### config.mk
export PLATFORM = sky130hd
export DESIGN_NAME = sha1_hash_engine_unit
export DESIGN_NICKNAME = d
export VERILOG_FILES = /design/src/rtl/sha1_pkg.sv /design/src/rtl/sha1_hash_engine_unit.sv
export SDC_FILE = /design/constraint.sdc
export NUM_CORES = 2
export LEC_CHECK = 0
export BUFFER_PORTS_ARGS = -buffer_cell sky130_fd_sc_hd__buf_2
export CAP_MARGIN = 15
export CORE_ASPECT_RATIO = 1.2
export CORE_MARGIN = 3
export CORE_UTILIZATION = 64
export DETAILED_ROUTE_END_ITERATION = 16
export GPL_TIMING_DRIVEN = 0
export PLACE_DENSITY_LB_ADDON = 0.25
export SLEW_MARGIN = 20
export SYNTH_ARGS = -nofsm -noshare
export SYNTH_HDL_FRONTEND = slang
export SYNTH_SLANG_ARGS = --single-unit
export TNS_END_PERCENT = 50
### constraint.sdc
create_clock -name i_clk -period 15.79 [get_ports i_clk]
set_input_delay 0.7895 -clock i_clk [delete_from_list [all_inputs] [get_ports i_clk]]
set_output_delay 0.7895 -clock i_clk [all_outputs]
set_load 0.005 [all_outputs]
### src/rtl/sha1_pkg.sv
`timescale 1ns / 1ps

package sha1_pkg;

    typedef struct packed {
        logic       req_type;
        logic [7:0] data_byte;
    } t_in_word;

    typedef struct packed {
        logic [31:0] digest_word;
        logic [2:0]  word_index;
        logic        last_word;
    } t_out_word;

    localparam logic [31:0] H0_INIT = 32'h67452301;
    localparam logic [31:0] H1_INIT = 32'hEFCDAB89;
    localparam logic [31:0] H2_INIT = 32'h98BADCFE;
    localparam logic [31:0] H3_INIT = 32'h10325476;
    localparam logic [31:0] H4_INIT = 32'hC3D2E1F0;

    localparam logic [31:0] K0 = 32'h5A827999;
    localparam logic [31:0] K1 = 32'h6ED9EBA1;
    localparam logic [31:0] K2 = 32'h8F1BBCDC;
    localparam logic [31:0] K3 = 32'hCA62C1D6;

    localparam logic [7:0] PAD_BYTE  = 8'h80;
    localparam logic [5:0] LEN_POS   = 6'd56;
    localparam logic [5:0] LAST_POS  = 6'd63;
    localparam logic [6:0] LAST_RND  = 7'd79;
    localparam logic [2:0] LAST_WORD = 3'd4;

endpackage

### src/rtl/sha1_hash_engine_unit.sv
`timescale 1ns / 1ps
// Append word: accepted while idle; the 64th byte of a block starts 80 rounds
// on the one shared round adder, then the chaining add.
// Finish word: padding bytes go in at one per cycle, each padded block is hashed,
// then five digest words, one per cycle when not stalled.
// Input stalls during hashing, so the single round unit sets the sustained rate.
// Synchronous active-low reset loads the initial chaining values and clears length.
module sha1_hash_engine_unit (
    input  logic                i_clk,
    input  logic                i_rst_n,
    input  logic                i_in_valid,
    output logic                o_in_stall,
    input  sha1_pkg::t_in_word  i_in,
    output logic                o_out_valid,
    input  logic                i_out_stall,
    output sha1_pkg::t_out_word o_out
);

    typedef enum logic [2:0] {
        ST_IDLE,
        ST_PAD,
        ST_ROUND,
        ST_ADD,
        ST_OUT
    } t_state;

    t_state       r_state, n_state;
    logic [511:0] r_blk, n_blk;
    logic [31:0]  r_h [5];
    logic [31:0]  n_h [5];
    logic [31:0]  r_a, r_b, r_c, r_d, r_e;
    logic [31:0]  n_a, n_b, n_c, n_d, n_e;
    logic [5:0]   r_pos, n_pos;
    logic [63:0]  r_len, n_len;
    logic [6:0]   r_rnd, n_rnd;
    logic [2:0]   r_oidx, n_oidx;
    logic         r_fin, n_fin;
    logic         r_lphase, n_lphase;

    logic         push_en;
    logic [7:0]   push_byte;
    logic [7:0]   len_byte;
    logic [31:0]  w_new, f_val, k_val, t_val;

    assign len_byte = r_len[{~r_pos[2:0], 3'b000} +: 8];
    assign w_new = {r_blk[95:64] ^ r_blk[255:224] ^ r_blk[447:416] ^ r_blk[511:480]}
                   << 1 | {31'd0, r_blk[95] ^ r_blk[255] ^ r_blk[447] ^ r_blk[511]};

    always_comb begin
        if (r_rnd < 7'd20) begin
            f_val = (r_b & r_c) | (~r_b & r_d);
            k_val = sha1_pkg::K0;
        end else if (r_rnd < 7'd40) begin
            f_val = r_b ^ r_c ^ r_d;
            k_val = sha1_pkg::K1;
        end else if (r_rnd < 7'd60) begin
            f_val = (r_b & r_c) | (r_b & r_d) | (r_c & r_d);
            k_val = sha1_pkg::K2;
        end else begin
            f_val = r_b ^ r_c ^ r_d;
            k_val = sha1_pkg::K3;
        end
        t_val = {r_a[26:0], r_a[31:27]} + f_val + r_e + k_val + r_blk[511:480];
    end

    assign o_in_stall  = (r_state != ST_IDLE);
    assign o_out_valid = (r_state == ST_OUT);

    always_comb begin
        o_out.digest_word = r_h[0];
        case (r_oidx)
            3'd0:    o_out.digest_word = r_h[0];
            3'd1:    o_out.digest_word = r_h[1];
            3'd2:    o_out.digest_word = r_h[2];
            3'd3:    o_out.digest_word = r_h[3];
            default: o_out.digest_word = r_h[4];
        endcase
        o_out.word_index = r_oidx;
        o_out.last_word  = (r_oidx == sha1_pkg::LAST_WORD);
    end

    always_comb begin
        n_state  = r_state;
        n_blk    = r_blk;
        n_h      = r_h;
        n_a      = r_a;
        n_b      = r_b;
        n_c      = r_c;
        n_d      = r_d;
        n_e      = r_e;
        n_pos    = r_pos;
        n_len    = r_len;
        n_rnd    = r_rnd;
        n_oidx   = r_oidx;
        n_fin    = r_fin;
        n_lphase = r_lphase;
        push_en   = 1'b0;
        push_byte = 8'd0;

        case (r_state)
            ST_IDLE: begin
                if (i_in_valid) begin
                    push_en = 1'b1;
                    if (i_in.req_type) begin
                        push_byte = sha1_pkg::PAD_BYTE;
                        n_fin     = 1'b1;
                    end else begin
                        push_byte = i_in.data_byte;
                        n_len     = r_len + 64'd8;
                    end
                end
            end
            ST_PAD: begin
                push_en = 1'b1;
                if (r_lphase || r_pos == sha1_pkg::LEN_POS) begin
                    push_byte = len_byte;
                    n_lphase  = 1'b1;
                end
            end
            ST_ROUND: begin
                n_blk = {r_blk[479:0], w_new};
                n_e   = r_d;
                n_d   = r_c;
                n_c   = {r_b[1:0], r_b[31:2]};
                n_b   = r_a;
                n_a   = t_val;
                n_rnd = r_rnd + 7'd1;
                if (r_rnd == sha1_pkg::LAST_RND) begin
                    n_state = ST_ADD;
                end
            end
            ST_ADD: begin
                n_h[0] = r_h[0] + r_a;
                n_h[1] = r_h[1] + r_b;
                n_h[2] = r_h[2] + r_c;
                n_h[3] = r_h[3] + r_d;
                n_h[4] = r_h[4] + r_e;
                if (r_fin && r_lphase) begin
                    n_state = ST_OUT;
                    n_oidx  = 3'd0;
                end else if (r_fin) begin
                    n_state = ST_PAD;
                end else begin
                    n_state = ST_IDLE;
                end
            end
            ST_OUT: begin
                if (!i_out_stall) begin
                    if (r_oidx == sha1_pkg::LAST_WORD) begin
                        n_state  = ST_IDLE;
                        n_h[0]   = sha1_pkg::H0_INIT;
                        n_h[1]   = sha1_pkg::H1_INIT;
                        n_h[2]   = sha1_pkg::H2_INIT;
                        n_h[3]   = sha1_pkg::H3_INIT;
                        n_h[4]   = sha1_pkg::H4_INIT;
                        n_len    = 64'd0;
                        n_fin    = 1'b0;
                        n_lphase = 1'b0;
                        n_oidx   = 3'd0;
                    end else begin
                        n_oidx = r_oidx + 3'd1;
                    end
                end
            end
            default: begin
                n_state = ST_IDLE;
            end
        endcase

        if (push_en) begin
            n_blk = {r_blk[503:0], push_byte};
            n_pos = r_pos + 6'd1;
            if (r_pos == sha1_pkg::LAST_POS) begin
                n_state = ST_ROUND;
                n_rnd   = 7'd0;
                n_a     = r_h[0];
                n_b     = r_h[1];
                n_c     = r_h[2];
                n_d     = r_h[3];
                n_e     = r_h[4];
            end else if (n_fin) begin
                n_state = ST_PAD;
            end else begin
                n_state = ST_IDLE;
            end
        end
    end

    always_ff @(posedge i_clk) begin
        if (!i_rst_n) begin
            r_state  <= ST_IDLE;
            r_h[0]   <= sha1_pkg::H0_INIT;
            r_h[1]   <= sha1_pkg::H1_INIT;
            r_h[2]   <= sha1_pkg::H2_INIT;
            r_h[3]   <= sha1_pkg::H3_INIT;
            r_h[4]   <= sha1_pkg::H4_INIT;
            r_pos    <= 6'd0;
            r_len    <= 64'd0;
            r_rnd    <= 7'd0;
            r_oidx   <= 3'd0;
            r_fin    <= 1'b0;
            r_lphase <= 1'b0;
        end else begin
            r_state  <= n_state;
            r_h      <= n_h;
            r_pos    <= n_pos;
            r_len    <= n_len;
            r_rnd    <= n_rnd;
            r_oidx   <= n_oidx;
            r_fin    <= n_fin;
            r_lphase <= n_lphase;
        end
        r_blk <= n_blk;
        r_a   <= n_a;
        r_b   <= n_b;
        r_c   <= n_c;
        r_d   <= n_d;
        r_e   <= n_e;
    end

endmodule
# == Yosys cells after proc, flatten, opt, wreduce, memory -nomap -nowiden ==
# Index checks and enable logic that the tools add are counted.
# totals
ff_bits,917
in_bits,13
out_inout_bits,38
wordCells,152
# classes
addsub,13
n_lt_le_gt_ge,3
n_eq_ne,21
shift,1
n_mux,63
bitwise_logic,18
reduce_logical,15
# op_table
op,n
two-way mux 512 bit,2
two-way mux 32 bit,20
two-way mux 160 bit,2
one-hot mux 160 bit (2 select lines),1
adder 32 bit,9
two-way mux 64 bit,4
bitwise AND 32 bit,4
one-hot mux 32 bit (4 select lines),1
one-hot mux 64 bit (2 select lines),1
bitwise OR 32 bit,3
bitwise XOR 31 bit,3
adder 64 x 4 -> 64 bit (second input constant),1
variable part select 64 x 7 -> 8 bit,1
bitwise XOR 32 bit,2
inverter 32 bit,1
bitwise OR 32 x 1 -> 32 bit,1
two-way mux 31 bit,1
two-way mux 3 bit,8
two-way mux 8 bit,3
two-way mux 7 bit,3
one-hot mux 8 bit (2 select lines),1
< comparator 7 x 6 -> 1 bit (second input constant),2
equality test 3 x 2 -> 1 bit (second input constant),4
equality test 6 bit (second input constant),2
28 further kinds,54

# == Depth between registers and ports, before layout ==
# logic_depth
ltp_word,13
depth_mapped,25
ltp_nobuf,23

# == Worst setup path after synthesis ==
# Ideal clock, no wire load.
# synth_timing
kind,input-to-reg
from,input i_in_valid
to,register r_blk[0] (enable)
arrival_time_ps,10027
slack_ps,2131
cell_stages,4
path_buffers,2
path_cell_list,o21ai_1 > clkbuf_1 > buf_1 > nand2_1
# synth_via
elab_chain_len,3
# synth_lines
item,line_no,source
start: declaration,sha1_hash_engine_unit.sv:11,"input logic i_in_valid,"
two-way mux 1 bit,sha1_hash_engine_unit.sv:102,if (i_in_valid) begin
one-hot mux 1 bit (2 select lines),sha1_hash_engine_unit.sv:100,case (r_state)
nonzero test 2 bit (no line),--,
end signal: assignment,sha1_hash_engine_unit.sv:213,r_blk <= n_blk;
end: declaration,sha1_hash_engine_unit.sv:28,"logic [511:0] r_blk, n_blk;"
# No other way between the ends.
# A chain may end at the register's enable or synchronous reset.

# == Worst setup path in the final report ==
# layout_timing
from,register r_rnd[4]
to,register r_a[31]
# layout_via
elab_chain_len,11
word_cells_on_any_way,16
# layout_lines
item,line_no,source
start: declaration,sha1_hash_engine_unit.sv:35,"logic [6:0] r_rnd, n_rnd;"
start signal: assignment,sha1_hash_engine_unit.sv:208,r_rnd <= n_rnd;
< comparator 7 x 6 -> 1 bit,sha1_hash_engine_unit.sv:56,end else if (r_rnd < 7'd60) begin
two-way mux 32 bit,sha1_hash_engine_unit.sv:56,
two-way mux 32 bit,sha1_hash_engine_unit.sv:53,end else if (r_rnd < 7'd40) begin
two-way mux 32 bit,sha1_hash_engine_unit.sv:50,if (r_rnd < 7'd20) begin
adder 32 bit (2 in series),sha1_hash_engine_unit.sv:63,"t_val = {r_a[26:0], r_a[31:27]} + f_val + r_e + k_val + r_blk[511:480];"
adder 32 bit (*) (2 in series),sha1_hash_engine_unit.sv:63,
two-way mux 32 bit (*),sha1_hash_engine_unit.sv:100,
two-way mux 32 bit,sha1_hash_engine_unit.sv:173,if (r_pos == sha1_pkg::LAST_POS) begin
two-way mux 32 bit (*),sha1_hash_engine_unit.sv:170,if (push_en) begin
named net n_a[31],sha1_hash_engine_unit.sv:32,"logic [31:0] n_a, n_b, n_c, n_d, n_e;"
end signal: assignment,sha1_hash_engine_unit.sv:214,r_a <= n_a;
end: declaration,sha1_hash_engine_unit.sv:31,"logic [31:0] r_a, r_b, r_c, r_d, r_e;"
# Mark *: on every way through the listed nets, which the timed path passes. The rest lies on a longest branch.

==> results.cfg <==
[clocking]
insertion_delay_ns = 0.70
cts_buffers = 92
cts.path.max_buffers = 3
cts_tree = done
htreeDepth = 3
root_buffer = clkbuf_16
post_cts_resized = 0
clock-sinks = 914
path_clk_slew_ns = 0.07
post_cts_buffers = 0
ctsHoldBuffers = 0

[placement]
place_congestion = 1.055
port-buffer-count = 49
place_ws_ns = 8.305
place_hpwl_mm = 148.6

[drt]
vias_per_cell = 6.446
drtIter0Drc = 5623
wire_per_inst_um = 26.99
wl_mm = 195.0
drt_pre_antenna_iters = 6
ant_nets = 0
route.detailed.drc = 0
via_count = 46565

[pwr]
pwr-share-seq_pct = 45.2
pwr-share-comb_pct = 21.7
swShare_pct = 31.91
clockPowerShare_pct = 33.1
p_leak_uw = 0.02409
p_per_area_mw_per_mm2 = 121.5
ir_worst_vdd_mv = 0.1178
intPower_uw = 4707
p_sw_uw = 2206

[synthesis]
synth_edf_count = 512
synth-seq-cells = 914
ys_types = 88
synthArstFlopShare_pct = 0
synth_area_mm2 = 0.05194
yosysWarnings = 0
synth_area_per_cell_um2 = 8.714
syn_inst = 5961
synth_fp_nets = 6301
synth_flop_cell = edfxtp_1
ys_seq_area_share_pct = 45.09

[run]
drv_cap = 0

[worst_setup_path]
cp_top_family = compound AO/OA/AOI/OAI gates
path_common_cell = a21oi_1
cp.required_ns = 16.32
crit_path_max_fanout = 11
worstPathArrival_ns = 8.24
critPathLaunchType = register
cp_num_buf_inv = 6
crit_slowest_cell = a41oi_2
crit_type = reg -> reg
cpPeakStageDelay_ns = 0.67
endpoint_kind = register

[sta]
setup_slack_ns = 8.080
min_period_over_period_pct = 48.83
hold_violations = 0
fin_tns_setup_ns = 0
period_needed_ns = 7.710
fmax_mhz = 129.7
slew_headroom_pct = 10.36
whs_ns = 0.4804
rsz0062_at_grt = no
finalClockSkew_ns = 0.04821
slew_viol_final = 0
worst_pin_slew_ns = 1.345
setup-violations-final = 0

[cells_and_area]
antenna_cells = 0
area_delta_synth_final_pct = 9.519
drive_gt1_share_pct = 4.637
final_net_count = 6454

[global_route]
grt_pass1_wl_mm = 283.1
grt_usage_pct = 45.53
grt.overflow.total = 0
grt_max_degree = 60
antenna_found_initial = 1
grt_pass1_vias = 45283

[die]
rows = 113
start_util_pct = 65.14
core_mm2 = 0.07974
dieWidth_um = 266.1
die_area_mm2 = 0.08463
fp.dieH_um = 318.1
pin_count = 51

[outcome]
outcome = complete, no violations

[min_path]
hold_path_class = in -> reg
-- kinds of logic after synthesis --
logic type | after synthesis | share of synthesized area (%)
AO/OA/AOI/OAI | 1091 | 13.19
XOR/XNOR | 302 | 5.092
adder cells (fa/ha/maj) | 327 | 9.683
buffers and inverters | 547 | 3.958
flip-flops | 914 | 45.09
multiplexers | 60 | 1.493
AND/OR/NAND/NOR | 2720 | 21.50
-- worst reg2reg max path: stages (launching register included) --
cell and delay [ns]:
dfxtp_1 0.30, clkbuf_1 0.19, a41oi_2 0.67, inv_1 0.26, nor2_1 0.33, nor2_1 0.12, clkbuf_1 0.30, clkbuf_2 0.53
a221oi_1 0.59, fa_1 0.53, fa_1 0.46, inv_1 0.07, ha_1 0.21, inv_1 0.08, fa_1 0.38, nand2b_1 0.19
a21oi_1 0.32, o211ai_1 0.19, a21oi_1 0.44, a31o_2 0.28, o21a_1 0.21, a21boi_0 0.18, a21oi_1 0.28, a31oi_1 0.15
xnor2_1 0.22, a21oi_1 0.09
-- cell usage in the layout (no fill, tap or decap), drive strengths merged, types with 40 or more instances in the layout --
cell | netlist | routed
a21o | 78 | 78
a21oi | 261 | 261
a22oi | 83 | 83
a31oi | 160 | 160
and2 | 45 | 45
buf | 31 | 90
clkbuf | 265 | 381
dfxtp | 402 | 402
edfxtp | 512 | 512
fa | 125 | 125
ha | 202 | 202
inv | 249 | 252
nand2 | 1871 | 1871
nand3 | 87 | 87
nor2 | 449 | 449
nor2b | 41 | 41
nor3 | 60 | 60
o21ai | 247 | 247
or3 | 40 | 40
xnor2 | 203 | 203
xor2 | 99 | 99
-- Yosys cell counts (all sizes together), types with 7 or more instances --
master   count  area [um2]
or2         18       112.6
a21o        78       585.6
xnor2      203        1778
nand3       87       435.4
xor2        99       867.1
mux4        13       292.8
mux2i       37       370.4
nor2       449        1690
and3        26       162.7
inv        249       934.7
o21a        31       232.7
o31ai        7       52.55
dfxtp      402        8048
nand4       17       106.4
o211ai      22       165.2
clkbuf     265       994.7
o2111ai      8       76.32
nor3        60       327.8
nor2b       41       256.5
nand2     1871        7025
mux2        10       112.6
fa         125        2502
a2111oi     10       87.58
a221o       17       170.2
o21ai      247        1240
edfxtp     512       15370
a21boi      22       165.2
and2        45       281.5
nor4         7       65.06
a211oi      19       142.6
a22oi       83       623.1
ha         202        2527
a31oi      160        1001
a21oi      261        1306
nor3b       12       95.09
nand2b      22       137.6
or3         40       255.2
o22ai       38       237.7
buf         31       118.9
o21bai      24       180.2
-- through the flow --
stage	utilization, %	cell area (um2)	total power [uW]	instances
floorplan	-	51940	4159	5961
global placement	67.07	53490	4622	7045
detailed placement	67.43	53770	4605	7055
CTS	71.34	56880	6851	7224
global route	71.34	56890	7144	7224
finish	71.34	56890	6913	7224
-- path summary, 6_finish.rpt --
check	to	slack [ns]	startpoint	depth (start not counted)
hold / removal	r_blk[0]	0.48	i_in[0]	3
setup / recovery	r_a[31]	8.08	r_rnd[4]	25
hold reg to reg	r_rnd[1]	0.49	r_rnd[1]	2
setup reg to reg	r_a[31]	8.08	r_rnd[4]	25
-- state kept, by name (all words and copies together), names as in the netlist --
| name | flops |
|---|---|
| r_a | 32 |
| r_b | 32 |
| r_blk | 512 |
| r_c | 32 |
| r_d | 32 |
| r_e | 32 |
| r_fin | 1 |
| r_h | 160 |
| r_len | 61 |
| r_lphase | 1 |
| r_oidx | 3 |
| r_pos | 6 |
| r_rnd | 7 |
| r_state | 3 |
-- power groups by stage --
stage / clock network, uW / registers [uW] / logic, uW
after floorplan: 0 / 3080 / 1080
after global placement: 0 / 3230 / 1390
after detailed placement: 0 / 3150 / 1450
after CTS: 2270 / 3110 / 1470
after global routing: 2360 / 3130 / 1650
final: 2290 / 3120 / 1500
-- metal layers --
metal  up-vias  track usage (%)  part of all wire [%]
li1      20626                -                     -
met5         -                0                     0
met1     21993            51.14                    33
met3       888            7.604                   9.5
met4         0            41.99                    11
met2      3058            73.92                    46
-- layout make-up --
class                   count  area [um2]
plain buffers             296        1127
inverters                 251       942.2
multi-input cells        4500       26490
clock inverters            53       596.8
fillers                  6128       22850
clock buffers             116        2515
repair buffers             59       496.7
flip-flops and latches    914       23420
well taps                1035        1295
No activity file was read; power rests on OpenSTA's default activity.
